<file path="config.mk">
export PLATFORM = sky130hd
export DESIGN_NAME = touch_sample_and_swipe_detector_flat
export DESIGN_NICKNAME = d
export VERILOG_FILES = /design/src/hdl/tssd_pkg.sv /design/src/hdl/tssd_frame_if.sv /design/src/hdl/tssd_result_if.sv /design/src/hdl/tssd_datapath.sv /design/src/hdl/tssd_controller.sv /design/src/hdl/touch_sample_and_swipe_detector.sv /design/src/flat_wrapper.sv
export SDC_FILE = /design/constraint.sdc
export NUM_CORES = 2
export LEC_CHECK = 0
export ABC_AREA = 1
export BUFFER_PORTS_ARGS = -buffer_cell sky130_fd_sc_hd__buf_4
export CORE_MARGIN = 2
export CORE_UTILIZATION = 25
export DETAILED_ROUTE_END_ITERATION = 7
export SLEW_MARGIN = 25
export SYNTH_ARGS = -nofsm -noshare
export SYNTH_HDL_FRONTEND = slang
export SYNTH_HIERARCHICAL = 1
export SYNTH_SLANG_ARGS = --single-unit
</file>
<file path="constraint.sdc">
create_clock -name clk -period 9.83 [get_ports clk]
set_input_delay 0.4915 -clock clk [delete_from_list [all_inputs] [get_ports clk]]
set_output_delay 0.4915 -clock clk [all_outputs]
set_load 0.02 [all_outputs]
</file>
<file path="src/hdl/tssd_pkg.sv">
`timescale 1ns / 1ps
// ----------------------------------------------------------------------------
// tssd_pkg
// Shared types, constants and helpers for the touch sample and swipe detector.
// ----------------------------------------------------------------------------
package tssd_pkg;

    localparam int BYTE_W   = 8;
    localparam int READ_W   = 12;
    localparam int TIME_W   = 32;
    localparam int COL_W    = 7;
    localparam int ROW_W    = 6;
    localparam int LEVEL_W  = 12;
    localparam int DIR_W    = 3;
    localparam int COUNT_W  = 8;
    localparam int WRAP_W   = 16;
    localparam int PRESS_W  = 15;

    localparam int CFG_INDEX_W = 1;
    localparam int CFG_DATA_W  = 8;
    localparam int GMS_W       = 8;
    localparam int SMD_W       = 7;

    localparam int DIVD_W             = 24;
    localparam int DIVS_W             = 12;
    localparam int DIV_BITS_PER_CYCLE = 4;
    localparam int DIV_CYCLES         = DIVD_W / DIV_BITS_PER_CYCLE;
    localparam int DIV_CNT_W          = $clog2(DIV_CYCLES);

    localparam int ROW_PROD_W = 18;
    localparam int COL_PROD_W = 19;

    localparam logic [CFG_INDEX_W-1:0] CFG_GESTURE_MIN = 1'b0;
    localparam logic [CFG_INDEX_W-1:0] CFG_SWIPE_MIN   = 1'b1;

    localparam logic [GMS_W-1:0] GMS_RESET = 8'd25;
    localparam logic [SMD_W-1:0] SMD_RESET = 7'd5;

    localparam logic [BYTE_W-1:0]  IDLE_Z2_HIGH = 8'd127;
    localparam logic [WRAP_W-1:0]  PRESS_FULL   = 16'd4096;
    localparam logic [READ_W-1:0]  ROW_BASE     = 12'd400;
    localparam logic [READ_W-1:0]  COL_BASE     = 12'd200;
    localparam logic [ROW_PROD_W-1:0] ROW_GAIN  = 18'd63;
    localparam logic [COL_PROD_W-1:0] COL_GAIN  = 19'd127;
    localparam logic [DIVS_W-1:0]  ROW_SPAN     = 12'd3200;
    localparam logic [DIVS_W-1:0]  COL_SPAN     = 12'd3600;
    localparam logic [DIVS_W-1:0]  LEVEL_STEP   = 12'd10;
    localparam logic [PRESS_W-1:0] LEVEL_BASE   = 15'd1200;
    localparam logic [ROW_W-1:0]   ROW_MAX      = 6'd63;
    localparam logic [COL_W-1:0]   COL_MAX      = 7'd127;
    localparam logic [COUNT_W-1:0] COUNT_MAX    = 8'd255;

    localparam logic [DIR_W-1:0] DIR_NONE        = 3'd0;
    localparam logic [DIR_W-1:0] DIR_LEFT_RIGHT  = 3'd1;
    localparam logic [DIR_W-1:0] DIR_RIGHT_LEFT  = 3'd2;
    localparam logic [DIR_W-1:0] DIR_TOP_BOTTOM  = 3'd3;
    localparam logic [DIR_W-1:0] DIR_BOTTOM_TOP  = 3'd4;

    typedef enum logic [1:0] {
        DIV_PRESS,
        DIV_ROW,
        DIV_COL,
        DIV_LEVEL
    } div_sel_t;

    typedef struct packed {
        logic [BYTE_W-1:0] z1_high_byte;
        logic [BYTE_W-1:0] z1_low_byte;
        logic [BYTE_W-1:0] z2_high_byte;
        logic [BYTE_W-1:0] z2_low_byte;
        logic [BYTE_W-1:0] x_high_byte;
        logic [BYTE_W-1:0] x_low_byte;
        logic [BYTE_W-1:0] y_high_byte;
        logic [BYTE_W-1:0] y_low_byte;
        logic [TIME_W-1:0] now_ms;
    } frame_t;

    typedef struct packed {
        logic               touch_accepted;
        logic [COL_W-1:0]   touch_x;
        logic [ROW_W-1:0]   touch_y;
        logic [LEVEL_W-1:0] touch_pressure;
        logic [DIR_W-1:0]   gesture_direction;
        logic [COL_W-1:0]   gesture_start_x;
        logic [ROW_W-1:0]   gesture_start_y;
        logic [COL_W-1:0]   gesture_end_x;
        logic [ROW_W-1:0]   gesture_end_y;
        logic [LEVEL_W-1:0] gesture_peak_pressure;
        logic [TIME_W-1:0]  gesture_duration_ms;
        logic               led_on;
    } result_t;

    typedef struct packed {
        logic     load_frame;
        logic     div_start;
        div_sel_t div_sel;
        logic     cap_press;
        logic     cap_row;
        logic     cap_col;
        logic     cap_level;
        logic     commit;
    } cmd_t;

    typedef struct packed {
        logic div_busy;
        logic force_zero;
        logic pressed;
        logic prev_pressed;
        logic out_free;
    } sts_t;

    function automatic logic [READ_W-1:0] unpack12(input logic [BYTE_W-1:0] hi,
                                                   input logic [BYTE_W-1:0] lo);
        unpack12 = {hi[6:0], lo[7:3]};
    endfunction

endpackage

</file>
<file path="src/hdl/tssd_frame_if.sv">
`timescale 1ns / 1ps
// ----------------------------------------------------------------------------
// tssd_frame_if
// Input channel: one converter frame and its time stamp per item.
// ----------------------------------------------------------------------------
interface tssd_frame_if;
    logic                        valid;
    logic                        ready;
    logic [tssd_pkg::BYTE_W-1:0] z1_high_byte;
    logic [tssd_pkg::BYTE_W-1:0] z1_low_byte;
    logic [tssd_pkg::BYTE_W-1:0] z2_high_byte;
    logic [tssd_pkg::BYTE_W-1:0] z2_low_byte;
    logic [tssd_pkg::BYTE_W-1:0] x_high_byte;
    logic [tssd_pkg::BYTE_W-1:0] x_low_byte;
    logic [tssd_pkg::BYTE_W-1:0] y_high_byte;
    logic [tssd_pkg::BYTE_W-1:0] y_low_byte;
    logic [tssd_pkg::TIME_W-1:0] now_ms;

    modport source (
        output valid, z1_high_byte, z1_low_byte, z2_high_byte, z2_low_byte,
               x_high_byte, x_low_byte, y_high_byte, y_low_byte, now_ms,
        input  ready
    );

    modport sink (
        input  valid, z1_high_byte, z1_low_byte, z2_high_byte, z2_low_byte,
               x_high_byte, x_low_byte, y_high_byte, y_low_byte, now_ms,
        output ready
    );
endinterface

</file>
<file path="src/hdl/tssd_result_if.sv">
`timescale 1ns / 1ps
// ----------------------------------------------------------------------------
// tssd_result_if
// Output channel: touch and gesture report, one item per frame.
// ----------------------------------------------------------------------------
interface tssd_result_if;
    logic                         valid;
    logic                         ready;
    logic                         touch_accepted;
    logic [tssd_pkg::COL_W-1:0]   touch_x;
    logic [tssd_pkg::ROW_W-1:0]   touch_y;
    logic [tssd_pkg::LEVEL_W-1:0] touch_pressure;
    logic [tssd_pkg::DIR_W-1:0]   gesture_direction;
    logic [tssd_pkg::COL_W-1:0]   gesture_start_x;
    logic [tssd_pkg::ROW_W-1:0]   gesture_start_y;
    logic [tssd_pkg::COL_W-1:0]   gesture_end_x;
    logic [tssd_pkg::ROW_W-1:0]   gesture_end_y;
    logic [tssd_pkg::LEVEL_W-1:0] gesture_peak_pressure;
    logic [tssd_pkg::TIME_W-1:0]  gesture_duration_ms;
    logic                         led_on;

    modport source (
        output valid, touch_accepted, touch_x, touch_y, touch_pressure,
               gesture_direction, gesture_start_x, gesture_start_y,
               gesture_end_x, gesture_end_y, gesture_peak_pressure,
               gesture_duration_ms, led_on,
        input  ready
    );

    modport sink (
        input  valid, touch_accepted, touch_x, touch_y, touch_pressure,
               gesture_direction, gesture_start_x, gesture_start_y,
               gesture_end_x, gesture_end_y, gesture_peak_pressure,
               gesture_duration_ms, led_on,
        output ready
    );
endinterface

</file>
<file path="src/hdl/tssd_datapath.sv">
`timescale 1ns / 1ps
// ----------------------------------------------------------------------------
// tssd_datapath
// Frame registers, shared radix-16 divider, touch and gesture state, output
// register and configuration registers.
// ----------------------------------------------------------------------------
module tssd_datapath (
    input  logic                                 clk,
    input  logic                                 rst_n,
    input  tssd_pkg::cmd_t                       cmd,
    output tssd_pkg::sts_t                       sts,
    input  tssd_pkg::frame_t                     frame_data,
    output tssd_pkg::result_t                    result_data,
    output logic                                 result_valid,
    input  logic                                 result_ready,
    input  logic                                 cfg_we,
    input  logic [tssd_pkg::CFG_INDEX_W-1:0]     cfg_index,
    input  logic [tssd_pkg::CFG_DATA_W-1:0]      cfg_data
);

    // configuration
    logic [tssd_pkg::GMS_W-1:0] gms_reg;
    logic [tssd_pkg::SMD_W-1:0] smd_reg;

    // frame
    logic [tssd_pkg::READ_W-1:0] z1_reg, z2_reg, x_reg, y_reg;
    logic [tssd_pkg::TIME_W-1:0] now_reg;
    logic                        force_zero_reg;
    logic [tssd_pkg::READ_W-1:0] z1_in;
    logic                        idle_in;

    // divider
    logic [tssd_pkg::DIVD_W-1:0]    quo_reg, quo_next;
    logic [tssd_pkg::DIVS_W-1:0]    rem_reg, rem_next;
    logic [tssd_pkg::DIVS_W-1:0]    divisor_reg, divisor_sel;
    logic [tssd_pkg::DIVD_W-1:0]    dividend_sel;
    logic [tssd_pkg::DIV_CNT_W-1:0] div_cnt_reg;
    logic                           div_busy_reg;
    logic [tssd_pkg::DIVS_W:0]      trial;

    // operands
    logic [tssd_pkg::DIVD_W-1:0]     press_prod;
    logic [tssd_pkg::READ_W-1:0]     row_off, col_off;
    logic [tssd_pkg::ROW_PROD_W-1:0] row_prod;
    logic [tssd_pkg::COL_PROD_W-1:0] col_prod;
    logic [tssd_pkg::PRESS_W-1:0]    level_off;

    // per-frame values
    logic [tssd_pkg::PRESS_W-1:0] p_reg;
    logic [tssd_pkg::WRAP_W-1:0]  p_wrap;
    logic [tssd_pkg::ROW_W-1:0]   ty_reg;
    logic [tssd_pkg::COL_W-1:0]   tx_reg;
    logic [tssd_pkg::LEVEL_W-1:0] tp_reg;

    // touch and gesture state
    logic                         prev_reg, prev_next;
    logic                         ind_reg, ind_next;
    logic [tssd_pkg::COUNT_W-1:0] cnt_reg, cnt_next;
    logic [tssd_pkg::COL_W-1:0]   run_sx_reg, run_sx_next, run_ex_reg, run_ex_next;
    logic [tssd_pkg::ROW_W-1:0]   run_sy_reg, run_sy_next, run_ey_reg, run_ey_next;
    logic [tssd_pkg::LEVEL_W-1:0] run_peak_reg, run_peak_next;
    logic [tssd_pkg::TIME_W-1:0]  run_t0_reg, run_t0_next;
    logic [tssd_pkg::COL_W-1:0]   held_x_reg, held_x_next;
    logic [tssd_pkg::ROW_W-1:0]   held_y_reg, held_y_next;
    logic [tssd_pkg::LEVEL_W-1:0] held_p_reg, held_p_next;
    logic [tssd_pkg::COL_W-1:0]   rep_sx_reg, rep_sx_next, rep_ex_reg, rep_ex_next;
    logic [tssd_pkg::ROW_W-1:0]   rep_sy_reg, rep_sy_next, rep_ey_reg, rep_ey_next;
    logic [tssd_pkg::LEVEL_W-1:0] rep_peak_reg, rep_peak_next;
    logic [tssd_pkg::TIME_W-1:0]  rep_dur_reg, rep_dur_next;
    logic [tssd_pkg::DIR_W-1:0]   dir_next;
    logic                         accepted_next;

    // classification
    logic [tssd_pkg::COL_W-1:0] dx;
    logic [tssd_pkg::ROW_W-1:0] dy;
    logic [tssd_pkg::DIR_W-1:0] sx, sy;
    logic                       report;

    tssd_pkg::result_t result_reg;
    logic              out_valid_reg;

    assign z1_in   = tssd_pkg::unpack12(frame_data.z1_high_byte, frame_data.z1_low_byte);
    assign idle_in = (frame_data.z1_high_byte == '0) &&
                     (frame_data.z2_high_byte == tssd_pkg::IDLE_Z2_HIGH);

    always_ff @(posedge clk or negedge rst_n)
    begin
        if (!rst_n)
        begin
            gms_reg <= tssd_pkg::GMS_RESET;
            smd_reg <= tssd_pkg::SMD_RESET;
        end
        else if (cfg_we)
        begin
            case (cfg_index)
                tssd_pkg::CFG_GESTURE_MIN: gms_reg <= cfg_data[tssd_pkg::GMS_W-1:0];
                tssd_pkg::CFG_SWIPE_MIN:   smd_reg <= cfg_data[tssd_pkg::SMD_W-1:0];
                default: ;
            endcase
        end
    end

    always_ff @(posedge clk)
    begin
        if (cmd.load_frame)
        begin
            z1_reg         <= z1_in;
            z2_reg         <= tssd_pkg::unpack12(frame_data.z2_high_byte,
                                                 frame_data.z2_low_byte);
            x_reg          <= tssd_pkg::unpack12(frame_data.x_high_byte,
                                                 frame_data.x_low_byte);
            y_reg          <= tssd_pkg::unpack12(frame_data.y_high_byte,
                                                 frame_data.y_low_byte);
            now_reg        <= frame_data.now_ms;
            force_zero_reg <= (z1_in == '0) || idle_in;
        end
    end

    // divider operands
    always_comb
    begin
        press_prod = tssd_pkg::DIVD_W'(x_reg) * tssd_pkg::DIVD_W'(z2_reg);
        row_off    = y_reg - tssd_pkg::ROW_BASE;
        col_off    = x_reg - tssd_pkg::COL_BASE;
        row_prod   = tssd_pkg::ROW_PROD_W'(row_off) * tssd_pkg::ROW_GAIN;
        col_prod   = tssd_pkg::COL_PROD_W'(col_off) * tssd_pkg::COL_GAIN;
        level_off  = p_reg - tssd_pkg::LEVEL_BASE;
        case (cmd.div_sel)
            tssd_pkg::DIV_PRESS:
            begin
                dividend_sel = press_prod;
                divisor_sel  = z1_reg;
            end
            tssd_pkg::DIV_ROW:
            begin
                dividend_sel = (y_reg < tssd_pkg::ROW_BASE) ? '0 :
                               tssd_pkg::DIVD_W'(row_prod);
                divisor_sel  = tssd_pkg::ROW_SPAN;
            end
            tssd_pkg::DIV_COL:
            begin
                dividend_sel = (x_reg < tssd_pkg::COL_BASE) ? '0 :
                               tssd_pkg::DIVD_W'(col_prod);
                divisor_sel  = tssd_pkg::COL_SPAN;
            end
            default:
            begin
                dividend_sel = (p_reg < tssd_pkg::LEVEL_BASE) ? '0 :
                               tssd_pkg::DIVD_W'(level_off);
                divisor_sel  = tssd_pkg::LEVEL_STEP;
            end
        endcase
    end

    // four restoring steps per cycle
    always_comb
    begin
        quo_next = quo_reg;
        rem_next = rem_reg;
        trial    = '0;
        for (int i = 0; i < tssd_pkg::DIV_BITS_PER_CYCLE; i++)
        begin
            trial    = {rem_next, quo_next[tssd_pkg::DIVD_W-1]};
            quo_next = {quo_next[tssd_pkg::DIVD_W-2:0], 1'b0};
            if (trial >= {1'b0, divisor_reg})
            begin
                trial       = trial - {1'b0, divisor_reg};
                quo_next[0] = 1'b1;
            end
            rem_next = trial[tssd_pkg::DIVS_W-1:0];
        end
    end

    always_ff @(posedge clk or negedge rst_n)
    begin
        if (!rst_n)
        begin
            div_busy_reg <= 1'b0;
            div_cnt_reg  <= '0;
        end
        else if (cmd.div_start)
        begin
            div_busy_reg <= 1'b1;
            div_cnt_reg  <= '0;
        end
        else if (div_busy_reg)
        begin
            div_cnt_reg <= div_cnt_reg + 1'b1;
            if (div_cnt_reg == tssd_pkg::DIV_CNT_W'(tssd_pkg::DIV_CYCLES - 1))
            begin
                div_busy_reg <= 1'b0;
            end
        end
    end

    always_ff @(posedge clk)
    begin
        if (cmd.div_start)
        begin
            quo_reg     <= dividend_sel;
            rem_reg     <= '0;
            divisor_reg <= divisor_sel;
        end
        else if (div_busy_reg)
        begin
            quo_reg <= quo_next;
            rem_reg <= rem_next;
        end
    end

    // capture per-frame values
    assign p_wrap = tssd_pkg::PRESS_FULL - quo_reg[tssd_pkg::WRAP_W-1:0] +
                    tssd_pkg::WRAP_W'(x_reg);

    always_ff @(posedge clk)
    begin
        if (cmd.cap_press)
        begin
            if (force_zero_reg)
            begin
                p_reg <= '0;
            end
            else if (p_wrap[tssd_pkg::WRAP_W-1])
            begin
                p_reg <= tssd_pkg::PRESS_W'(1);
            end
            else
            begin
                p_reg <= p_wrap[tssd_pkg::PRESS_W-1:0];
            end
        end
        if (cmd.cap_row)
        begin
            ty_reg <= (quo_reg > tssd_pkg::DIVD_W'(tssd_pkg::ROW_MAX)) ? '0 :
                      tssd_pkg::ROW_MAX - quo_reg[tssd_pkg::ROW_W-1:0];
        end
        if (cmd.cap_col)
        begin
            tx_reg <= (quo_reg > tssd_pkg::DIVD_W'(tssd_pkg::COL_MAX)) ?
                      tssd_pkg::COL_MAX : quo_reg[tssd_pkg::COL_W-1:0];
        end
        if (cmd.cap_level)
        begin
            tp_reg <= (p_reg < tssd_pkg::LEVEL_BASE) ? tssd_pkg::LEVEL_W'(1) :
                      quo_reg[tssd_pkg::LEVEL_W-1:0];
        end
    end

    // release classification
    always_comb
    begin
        if (run_sx_reg < run_ex_reg)
        begin
            dx = run_ex_reg - run_sx_reg;
            sx = tssd_pkg::DIR_LEFT_RIGHT;
        end
        else
        begin
            dx = run_sx_reg - run_ex_reg;
            sx = tssd_pkg::DIR_RIGHT_LEFT;
        end
        if (run_sy_reg < run_ey_reg)
        begin
            dy = run_ey_reg - run_sy_reg;
            sy = tssd_pkg::DIR_TOP_BOTTOM;
        end
        else
        begin
            dy = run_sy_reg - run_ey_reg;
            sy = tssd_pkg::DIR_BOTTOM_TOP;
        end
        report = (cnt_reg > gms_reg) &&
                 ((dx > smd_reg) || (tssd_pkg::SMD_W'(dy) > smd_reg));
    end

    // frame commit
    always_comb
    begin
        prev_next     = prev_reg;
        ind_next      = ind_reg;
        cnt_next      = cnt_reg;
        run_sx_next   = run_sx_reg;
        run_sy_next   = run_sy_reg;
        run_ex_next   = run_ex_reg;
        run_ey_next   = run_ey_reg;
        run_peak_next = run_peak_reg;
        run_t0_next   = run_t0_reg;
        held_x_next   = held_x_reg;
        held_y_next   = held_y_reg;
        held_p_next   = held_p_reg;
        rep_sx_next   = rep_sx_reg;
        rep_sy_next   = rep_sy_reg;
        rep_ex_next   = rep_ex_reg;
        rep_ey_next   = rep_ey_reg;
        rep_peak_next = rep_peak_reg;
        rep_dur_next  = rep_dur_reg;
        dir_next      = tssd_pkg::DIR_NONE;
        accepted_next = 1'b0;
        if (p_reg != '0)
        begin
            if (prev_reg)
            begin
                held_x_next   = tx_reg;
                held_y_next   = ty_reg;
                held_p_next   = tp_reg;
                ind_next      = 1'b1;
                accepted_next = 1'b1;
                run_ex_next   = tx_reg;
                run_ey_next   = ty_reg;
                if (cnt_reg == '0)
                begin
                    run_sx_next   = tx_reg;
                    run_sy_next   = ty_reg;
                    run_peak_next = tp_reg;
                    run_t0_next   = now_reg;
                end
                else if (tp_reg > run_peak_reg)
                begin
                    run_peak_next = tp_reg;
                end
                if (cnt_reg != tssd_pkg::COUNT_MAX)
                begin
                    cnt_next = cnt_reg + 1'b1;
                end
            end
            prev_next = 1'b1;
        end
        else
        begin
            if (cnt_reg != '0)
            begin
                if (report)
                begin
                    dir_next      = ((tssd_pkg::COL_W'(dy)) < dx) ? sx : sy;
                    rep_sx_next   = run_sx_reg;
                    rep_sy_next   = run_sy_reg;
                    rep_ex_next   = run_ex_reg;
                    rep_ey_next   = run_ey_reg;
                    rep_peak_next = run_peak_reg;
                    rep_dur_next  = now_reg - run_t0_reg;
                end
                cnt_next = '0;
            end
            prev_next = 1'b0;
            ind_next  = 1'b0;
        end
    end

    always_ff @(posedge clk or negedge rst_n)
    begin
        if (!rst_n)
        begin
            prev_reg     <= 1'b0;
            ind_reg      <= 1'b0;
            cnt_reg      <= '0;
            run_sx_reg   <= '0;
            run_sy_reg   <= '0;
            run_ex_reg   <= '0;
            run_ey_reg   <= '0;
            run_peak_reg <= '0;
            run_t0_reg   <= '0;
            held_x_reg   <= '0;
            held_y_reg   <= '0;
            held_p_reg   <= '0;
            rep_sx_reg   <= '0;
            rep_sy_reg   <= '0;
            rep_ex_reg   <= '0;
            rep_ey_reg   <= '0;
            rep_peak_reg <= '0;
            rep_dur_reg  <= '0;
        end
        else if (cmd.commit)
        begin
            prev_reg     <= prev_next;
            ind_reg      <= ind_next;
            cnt_reg      <= cnt_next;
            run_sx_reg   <= run_sx_next;
            run_sy_reg   <= run_sy_next;
            run_ex_reg   <= run_ex_next;
            run_ey_reg   <= run_ey_next;
            run_peak_reg <= run_peak_next;
            run_t0_reg   <= run_t0_next;
            held_x_reg   <= held_x_next;
            held_y_reg   <= held_y_next;
            held_p_reg   <= held_p_next;
            rep_sx_reg   <= rep_sx_next;
            rep_sy_reg   <= rep_sy_next;
            rep_ex_reg   <= rep_ex_next;
            rep_ey_reg   <= rep_ey_next;
            rep_peak_reg <= rep_peak_next;
            rep_dur_reg  <= rep_dur_next;
        end
    end

    // output register
    always_ff @(posedge clk or negedge rst_n)
    begin
        if (!rst_n)
        begin
            out_valid_reg <= 1'b0;
        end
        else if (cmd.commit)
        begin
            out_valid_reg <= 1'b1;
        end
        else if (result_ready)
        begin
            out_valid_reg <= 1'b0;
        end
    end

    always_ff @(posedge clk)
    begin
        if (cmd.commit)
        begin
            result_reg.touch_accepted        <= accepted_next;
            result_reg.touch_x               <= held_x_next;
            result_reg.touch_y               <= held_y_next;
            result_reg.touch_pressure        <= held_p_next;
            result_reg.gesture_direction     <= dir_next;
            result_reg.gesture_start_x       <= rep_sx_next;
            result_reg.gesture_start_y       <= rep_sy_next;
            result_reg.gesture_end_x         <= rep_ex_next;
            result_reg.gesture_end_y         <= rep_ey_next;
            result_reg.gesture_peak_pressure <= rep_peak_next;
            result_reg.gesture_duration_ms   <= rep_dur_next;
            result_reg.led_on                <= ind_next;
        end
    end

    assign result_data  = result_reg;
    assign result_valid = out_valid_reg;

    assign sts.div_busy     = div_busy_reg;
    assign sts.force_zero   = force_zero_reg;
    assign sts.pressed      = (p_reg != '0);
    assign sts.prev_pressed = prev_reg;
    assign sts.out_free     = !out_valid_reg || result_ready;

    a_led_needs_count: assert property (@(posedge clk) disable iff (!rst_n)
        ind_reg |-> (cnt_reg != '0))
        else $error("indicator active with empty sample count");

    a_count_needs_press: assert property (@(posedge clk) disable iff (!rst_n)
        (cnt_reg != '0) |-> prev_reg)
        else $error("sample count held without a pressed frame");

    a_divisor_nonzero: assert property (@(posedge clk) disable iff (!rst_n)
        div_busy_reg |-> (divisor_reg != '0))
        else $error("divider running on a zero divisor");

endmodule

</file>
<file path="src/hdl/tssd_controller.sv">
`timescale 1ns / 1ps
// ----------------------------------------------------------------------------
// tssd_controller
// Frame sequencer: pressure divide unless pressure is forced to zero, then
// scaling divides for an accepted touch, then commit into the output register.
// ----------------------------------------------------------------------------
module tssd_controller (
    input  logic           clk,
    input  logic           rst_n,
    input  logic           frame_valid,
    output logic           frame_ready,
    input  tssd_pkg::sts_t sts,
    output tssd_pkg::cmd_t cmd
);

    typedef enum logic [3:0] {
        S_IDLE,
        S_LOAD,
        S_PDIV,
        S_PCAP,
        S_CHECK,
        S_RDIV,
        S_RCAP,
        S_CDIV,
        S_CCAP,
        S_LDIV,
        S_LCAP,
        S_COMMIT
    } state_t;

    state_t state_reg, state_next;

    always_ff @(posedge clk or negedge rst_n)
    begin
        if (!rst_n)
        begin
            state_reg <= S_IDLE;
        end
        else
        begin
            state_reg <= state_next;
        end
    end

    assign frame_ready = (state_reg == S_IDLE);

    always_comb
    begin
        state_next     = state_reg;
        cmd            = '0;
        cmd.div_sel    = tssd_pkg::DIV_PRESS;
        case (state_reg)
            S_IDLE:
            begin
                if (frame_valid)
                begin
                    cmd.load_frame = 1'b1;
                    state_next     = S_LOAD;
                end
            end
            S_LOAD:
            begin
                if (sts.force_zero)
                begin
                    state_next = S_PCAP;
                end
                else
                begin
                    cmd.div_start = 1'b1;
                    state_next    = S_PDIV;
                end
            end
            S_PDIV:
            begin
                if (!sts.div_busy)
                begin
                    state_next = S_PCAP;
                end
            end
            S_PCAP:
            begin
                cmd.cap_press = 1'b1;
                state_next    = S_CHECK;
            end
            S_CHECK:
            begin
                if (sts.pressed && sts.prev_pressed)
                begin
                    cmd.div_start = 1'b1;
                    cmd.div_sel   = tssd_pkg::DIV_ROW;
                    state_next    = S_RDIV;
                end
                else
                begin
                    state_next = S_COMMIT;
                end
            end
            S_RDIV:
            begin
                if (!sts.div_busy)
                begin
                    state_next = S_RCAP;
                end
            end
            S_RCAP:
            begin
                cmd.cap_row   = 1'b1;
                cmd.div_start = 1'b1;
                cmd.div_sel   = tssd_pkg::DIV_COL;
                state_next    = S_CDIV;
            end
            S_CDIV:
            begin
                if (!sts.div_busy)
                begin
                    state_next = S_CCAP;
                end
            end
            S_CCAP:
            begin
                cmd.cap_col   = 1'b1;
                cmd.div_start = 1'b1;
                cmd.div_sel   = tssd_pkg::DIV_LEVEL;
                state_next    = S_LDIV;
            end
            S_LDIV:
            begin
                if (!sts.div_busy)
                begin
                    state_next = S_LCAP;
                end
            end
            S_LCAP:
            begin
                cmd.cap_level = 1'b1;
                state_next    = S_COMMIT;
            end
            S_COMMIT:
            begin
                if (sts.out_free)
                begin
                    cmd.commit = 1'b1;
                    state_next = S_IDLE;
                end
            end
            default:
            begin
                state_next = S_IDLE;
            end
        endcase
    end

    a_commit_slot_free: assert property (@(posedge clk) disable iff (!rst_n)
        cmd.commit |-> sts.out_free)
        else $error("commit while output register still full");

    a_start_when_free: assert property (@(posedge clk) disable iff (!rst_n)
        cmd.div_start |-> !sts.div_busy)
        else $error("divider restarted while busy");

    a_accept_loads: assert property (@(posedge clk) disable iff (!rst_n)
        (frame_valid && frame_ready) |=> (state_reg == S_LOAD))
        else $error("accepted item not followed by load");

endmodule

</file>
<file path="src/hdl/touch_sample_and_swipe_detector.sv">
`timescale 1ns / 1ps
// ----------------------------------------------------------------------------
// touch_sample_and_swipe_detector
// Touch frame pressure, position scaling and swipe classification.
//
// Channel   Dir  Handshake      Contents
// frame     in   valid/ready    eight converter bytes, now_ms
// result    out  valid/ready    touch position, gesture report, led_on
// cfg       in   cfg_we         cfg_index, cfg_data (no read-back)
//
// One item at a time; a shared divider yields four quotient bits per cycle.
// Each frame runs a pressure divide, skipped when pressure is forced to zero,
// and three more divides when the touch position is updated. Reset is
// asynchronous and active low; it clears all touch and gesture state and
// restores the register defaults. A full output register holds the
// sequencer in its commit step until the item is taken.
// ----------------------------------------------------------------------------
module touch_sample_and_swipe_detector (
    input  logic                                 clk,
    input  logic                                 rst_n,
    tssd_frame_if.sink                           frame,
    tssd_result_if.source                        result,
    input  logic                                 cfg_we,
    input  logic [tssd_pkg::CFG_INDEX_W-1:0]     cfg_index,
    input  logic [tssd_pkg::CFG_DATA_W-1:0]      cfg_data
);

    tssd_pkg::cmd_t    cmd;
    tssd_pkg::sts_t    sts;
    tssd_pkg::frame_t  frame_data;
    tssd_pkg::result_t result_data;
    logic              frame_ready;
    logic              result_valid;

    assign frame_data.z1_high_byte = frame.z1_high_byte;
    assign frame_data.z1_low_byte  = frame.z1_low_byte;
    assign frame_data.z2_high_byte = frame.z2_high_byte;
    assign frame_data.z2_low_byte  = frame.z2_low_byte;
    assign frame_data.x_high_byte  = frame.x_high_byte;
    assign frame_data.x_low_byte   = frame.x_low_byte;
    assign frame_data.y_high_byte  = frame.y_high_byte;
    assign frame_data.y_low_byte   = frame.y_low_byte;
    assign frame_data.now_ms       = frame.now_ms;
    assign frame.ready             = frame_ready;

    tssd_controller u_ctrl (
        .clk         (clk),
        .rst_n       (rst_n),
        .frame_valid (frame.valid),
        .frame_ready (frame_ready),
        .sts         (sts),
        .cmd         (cmd)
    );

    tssd_datapath u_dp (
        .clk          (clk),
        .rst_n        (rst_n),
        .cmd          (cmd),
        .sts          (sts),
        .frame_data   (frame_data),
        .result_data  (result_data),
        .result_valid (result_valid),
        .result_ready (result.ready),
        .cfg_we       (cfg_we),
        .cfg_index    (cfg_index),
        .cfg_data     (cfg_data)
    );

    assign result.valid                 = result_valid;
    assign result.touch_accepted        = result_data.touch_accepted;
    assign result.touch_x               = result_data.touch_x;
    assign result.touch_y               = result_data.touch_y;
    assign result.touch_pressure        = result_data.touch_pressure;
    assign result.gesture_direction     = result_data.gesture_direction;
    assign result.gesture_start_x       = result_data.gesture_start_x;
    assign result.gesture_start_y       = result_data.gesture_start_y;
    assign result.gesture_end_x         = result_data.gesture_end_x;
    assign result.gesture_end_y         = result_data.gesture_end_y;
    assign result.gesture_peak_pressure = result_data.gesture_peak_pressure;
    assign result.gesture_duration_ms   = result_data.gesture_duration_ms;
    assign result.led_on                = result_data.led_on;

endmodule

</file>
<file path="src/flat_wrapper.sv">
// flat-port wrapper written by rule: the top's interface ports become plain ports
module touch_sample_and_swipe_detector_flat 
  (clk, rst_n, cfg_we, cfg_index, cfg_data, frame_valid, frame_z1_high_byte, frame_z1_low_byte, frame_z2_high_byte, frame_z2_low_byte, frame_x_high_byte, frame_x_low_byte, frame_y_high_byte, frame_y_low_byte, frame_now_ms, frame_ready, result_valid, result_touch_accepted, result_touch_x, result_touch_y, result_touch_pressure, result_gesture_direction, result_gesture_start_x, result_gesture_start_y, result_gesture_end_x, result_gesture_end_y, result_gesture_peak_pressure, result_gesture_duration_ms, result_led_on, result_ready);
  tssd_frame_if frame_i ();
  tssd_result_if result_i ();
  input  logic clk;
  input  logic rst_n;
  input  logic cfg_we;
  input  logic [tssd_pkg::CFG_INDEX_W-1:0] cfg_index;
  input  logic [tssd_pkg::CFG_DATA_W-1:0] cfg_data;
  input wire logic [$bits(frame_i.valid)-1:0] frame_valid;
  input wire logic [$bits(frame_i.z1_high_byte)-1:0] frame_z1_high_byte;
  input wire logic [$bits(frame_i.z1_low_byte)-1:0] frame_z1_low_byte;
  input wire logic [$bits(frame_i.z2_high_byte)-1:0] frame_z2_high_byte;
  input wire logic [$bits(frame_i.z2_low_byte)-1:0] frame_z2_low_byte;
  input wire logic [$bits(frame_i.x_high_byte)-1:0] frame_x_high_byte;
  input wire logic [$bits(frame_i.x_low_byte)-1:0] frame_x_low_byte;
  input wire logic [$bits(frame_i.y_high_byte)-1:0] frame_y_high_byte;
  input wire logic [$bits(frame_i.y_low_byte)-1:0] frame_y_low_byte;
  input wire logic [$bits(frame_i.now_ms)-1:0] frame_now_ms;
  output wire logic [$bits(frame_i.ready)-1:0] frame_ready;
  output wire logic [$bits(result_i.valid)-1:0] result_valid;
  output wire logic [$bits(result_i.touch_accepted)-1:0] result_touch_accepted;
  output wire logic [$bits(result_i.touch_x)-1:0] result_touch_x;
  output wire logic [$bits(result_i.touch_y)-1:0] result_touch_y;
  output wire logic [$bits(result_i.touch_pressure)-1:0] result_touch_pressure;
  output wire logic [$bits(result_i.gesture_direction)-1:0] result_gesture_direction;
  output wire logic [$bits(result_i.gesture_start_x)-1:0] result_gesture_start_x;
  output wire logic [$bits(result_i.gesture_start_y)-1:0] result_gesture_start_y;
  output wire logic [$bits(result_i.gesture_end_x)-1:0] result_gesture_end_x;
  output wire logic [$bits(result_i.gesture_end_y)-1:0] result_gesture_end_y;
  output wire logic [$bits(result_i.gesture_peak_pressure)-1:0] result_gesture_peak_pressure;
  output wire logic [$bits(result_i.gesture_duration_ms)-1:0] result_gesture_duration_ms;
  output wire logic [$bits(result_i.led_on)-1:0] result_led_on;
  input wire logic [$bits(result_i.ready)-1:0] result_ready;
  assign frame_i.valid = frame_valid;
  assign frame_i.z1_high_byte = frame_z1_high_byte;
  assign frame_i.z1_low_byte = frame_z1_low_byte;
  assign frame_i.z2_high_byte = frame_z2_high_byte;
  assign frame_i.z2_low_byte = frame_z2_low_byte;
  assign frame_i.x_high_byte = frame_x_high_byte;
  assign frame_i.x_low_byte = frame_x_low_byte;
  assign frame_i.y_high_byte = frame_y_high_byte;
  assign frame_i.y_low_byte = frame_y_low_byte;
  assign frame_i.now_ms = frame_now_ms;
  assign frame_ready = frame_i.ready;
  assign result_valid = result_i.valid;
  assign result_touch_accepted = result_i.touch_accepted;
  assign result_touch_x = result_i.touch_x;
  assign result_touch_y = result_i.touch_y;
  assign result_touch_pressure = result_i.touch_pressure;
  assign result_gesture_direction = result_i.gesture_direction;
  assign result_gesture_start_x = result_i.gesture_start_x;
  assign result_gesture_start_y = result_i.gesture_start_y;
  assign result_gesture_end_x = result_i.gesture_end_x;
  assign result_gesture_end_y = result_i.gesture_end_y;
  assign result_gesture_peak_pressure = result_i.gesture_peak_pressure;
  assign result_gesture_duration_ms = result_i.gesture_duration_ms;
  assign result_led_on = result_i.led_on;
  assign result_i.ready = result_ready;
  touch_sample_and_swipe_detector u_core (.clk(clk), .rst_n(rst_n), .frame(frame_i), .result(result_i), .cfg_we(cfg_we), .cfg_index(cfg_index), .cfg_data(cfg_data));
endmodule
</file>
==> impl_metrics.yaml <==
layout:
  ff_latch_area_mm2: 0.0129
  fin_nets: 4838
  drive_gt1_frac: 0.0997
  multiInputGateArea_mm2: 0.0182
  n_fill_cell: 14400
  largest_register_ffs: 100
  syn_to_final_growth_pct: 17.4
synthesis:
  ys_ff_latch: 468
  syn_avg_cell_area_um2: 8.53
  synthCells: 4025
  synth_common_cells: "973 x nand2_1, 708 x inv_1, 288 x ha_1"
  synth_fp_nets: 4599
  synth-edff-count: 257
  synth_area_leaders: "edfxtp_1 22%, dfrtp_1 14%, nand2_1 11%, ha_1 11%, fa_1 10%"
  ys_seq_area_frac: 0.377
  synth_most_common_cell: "nand2_1"
  yosys.area.top_type_share: 0.225
  synthArstFlopShare: 0.425
  yosys_most_used_dff: "edfxtp_1"
  ys.warnings.count: 6
  synth_cell_types: 71
  yosysTopAreaCell: "edfxtp_1"
  netlist_area_mm2: 0.0343
setup_path:
  slowest_delay_ns: 0.48
  cp_max_fo: 22
  worstPathArrival_ns: 8.76
  critPathKind: "reg2reg"
  cp_num_buf_inv: 8
  crit_path_top_delay_cell: "o21ai_0"
  critical_path.endpoint_type: "register"
  start_kind: "register"
  cp.required_ns: 10.22
  cpLargestDelayFamily: "simple AND/OR/NAND/NOR gates"
  cpMostUsedCell: "nand2_1"
route:
  dr.pass1.iters: 6
  met2_length_um: 43500
  wl_per_cell_um: 15.7
  post_drt_via_cell_ratio: 4.46
  maxUsedRoutingLayer: "met4"
  route.met3.wl_um: 5130
  drtIter0Drc: 1729
  wl_um: 96000
  ant_nets: 0
  post-route-drc-count: 0
  drt-met1-wl_um: 45300
  vias: 27200
placement:
  dp_hpwl_um: 73600
  port_buffers: 197
  routabilityCongestion: 0.895
timing:
  post-route-min-period_ns: 8.37
  fmax_mhz: 120
  relSlewSlack: 0.297
  period_share: 0.851
  tightest_slew_ns: 1.04
  slew_violations: 0
  grt_setup_unrepaired: "false"
  skew_ns: 0.0275
  hold_viol_final: 0
  fin_setup_tns_ns: 0
  setup_violations: 0
status:
  status: "finished clean"
die:
  initial_utilization: 0.253
  io_pins: 212
  die_w_um: 375
  num_rows: 135
  design.core.area_mm2: 0.136
  die_area_mm2: 0.140
  dieHeight_um: 375
clocking:
  htreeDepth: 2
  cts-root-buf: "clkbuf_16"
  clk_pin_slew_ns: 0.06
  cts_sinks: 468
  cts_buffer_depth: 3
  clock_latency_ns: 0.65
  cts_buffers: 55
  cts_setup_buffers: 0
  cts_tree: "done"
global_route:
  globalRoute.totalOverflow: 0
  antenna_found_initial: 1
  grt_usage: 0.135
  grt_pass1_vias: 26600
  grt_max_degree: 135
  grt_pass1_wl_um: 149000
job:
  maxCapViolations: 0
min_path:
  hold_path_class: "in2reg"
[metrics by stage]
step / instance area (um2) / util / std cells / hold slack (ns) / setup WS [ns]
final: 40300 / 0.297 / 6094 / 0.0455 / 1.46
after floorplan: 34300 / - / 4025 / 0.196 / 3.13
after detailed placement: 37800 / 0.278 / 5924 / 0.457 / 1.60
after global routing: 40300 / 0.297 / 6092 / 0.0112 / 0.689
after global placement: 37800 / 0.278 / 5924 / 0.454 / 1.53
after CTS: 40300 / 0.296 / 6091 / 0.000223 / 1.61
[path summary, 6_finish.rpt]
path / startpoint / to / slack (ns) / cells past startpoint
max: u_core/u_dp/divisor_reg[3] / u_core/u_dp/quo_reg[0] / 1.46 / 42
min: frame_z2_high_byte[5] / u_core/u_dp/z2_reg[10] / 0.05 / 1
max reg2reg: u_core/u_dp/divisor_reg[3] / u_core/u_dp/quo_reg[0] / 1.46 / 42
min reg2reg: u_core/u_dp/rep_dur_reg[28] / u_core/u_dp/rep_dur_reg[28] / 0.47 / 2
max in group asynchronous: rst_n / u_core/u_dp/rep_dur_reg[1] / 8.07 / 3
min in group asynchronous: rst_n / u_core/u_dp/rep_ex_reg[3] / 0.45 / 2
[cell type report]
cell class                      instances  share of cell area
Tap cell                             1781              0.0553
Clock inverter                         40              0.0102
Timing Repair Buffer                  287              0.0582
Sequential cell                       468               0.321
Antenna cell                            2            0.000124
Multi-Input combinational cell       2736               0.452
Clock buffer                           64              0.0360
Inverter                              716              0.0667
[worst reg2reg max path: cells and delay by family, from the launching register on]
kind / cells / cell delay, ns
simple gates: 24 / 3.97
compound gates: 6 / 1.50
fa+ha+maj: 4 / 1.29
buf+inv: 8 / 1.00
flops: 1 / 0.36
[logic make-up (layout without fill, tap and decap cells)]
kind of cell | after synthesis | in the layout | synth area share
and+or+nand+nor | 1495 | 1495 | 0.184
AOI/OAI and AO/OA | 655 | 655 | 0.106
other | 0 | 2 | 0
DFF | 468 | 468 | 0.377
muxes | 16 | 16 | 0.00518
adders and majority gates | 464 | 464 | 0.208
buffers and inverters | 821 | 1107 | 0.0930
xor gates and xnor gates | 106 | 106 | 0.0271
[timing repair]
action                                  CTS  global route
hold buffers                             63             0
resized for setup                         0             0
hold endpoints to repair                142             0
endpoints found under the setup margin    0             0
[layer usage]
layer,up-vias,GRT usage
met4,0,0.0310
met5,-,0
met3,100,0.0187
li1,13500,-
met1,13000,0.189
met2,602,0.220
[cells in the final DEF (no fill, tap or decap), drive strengths merged, types with 6 or more instances in the layout]
| cell type | instances |
|---|---|
| a21boi | 11 |
| a21o | 17 |
| a21oi | 244 |
| a31oi | 13 |
| buf | 224 |
| clkbuf | 64 |
| clkinv | 26 |
| dfrtp | 194 |
| dfxtp | 12 |
| dlygate4sd3 | 63 |
| edfxtp | 257 |
| fa | 176 |
| ha | 288 |
| inv | 720 |
| mux2 | 14 |
| nand2 | 992 |
| nand3 | 181 |
| nand3b | 8 |
| nand4 | 20 |
| nor2 | 206 |
| nor3 | 40 |
| nor4 | 15 |
| o211ai | 10 |
| o21a | 7 |
| o21ai | 292 |
| o21bai | 19 |
| o221ai | 17 |
| o31ai | 6 |
| or2 | 25 |
| xnor2 | 38 |
| xor2 | 68 |
Power is not shown: default switching activity piles up to over one toggle a cycle in this logic, so the estimate is an artifact.
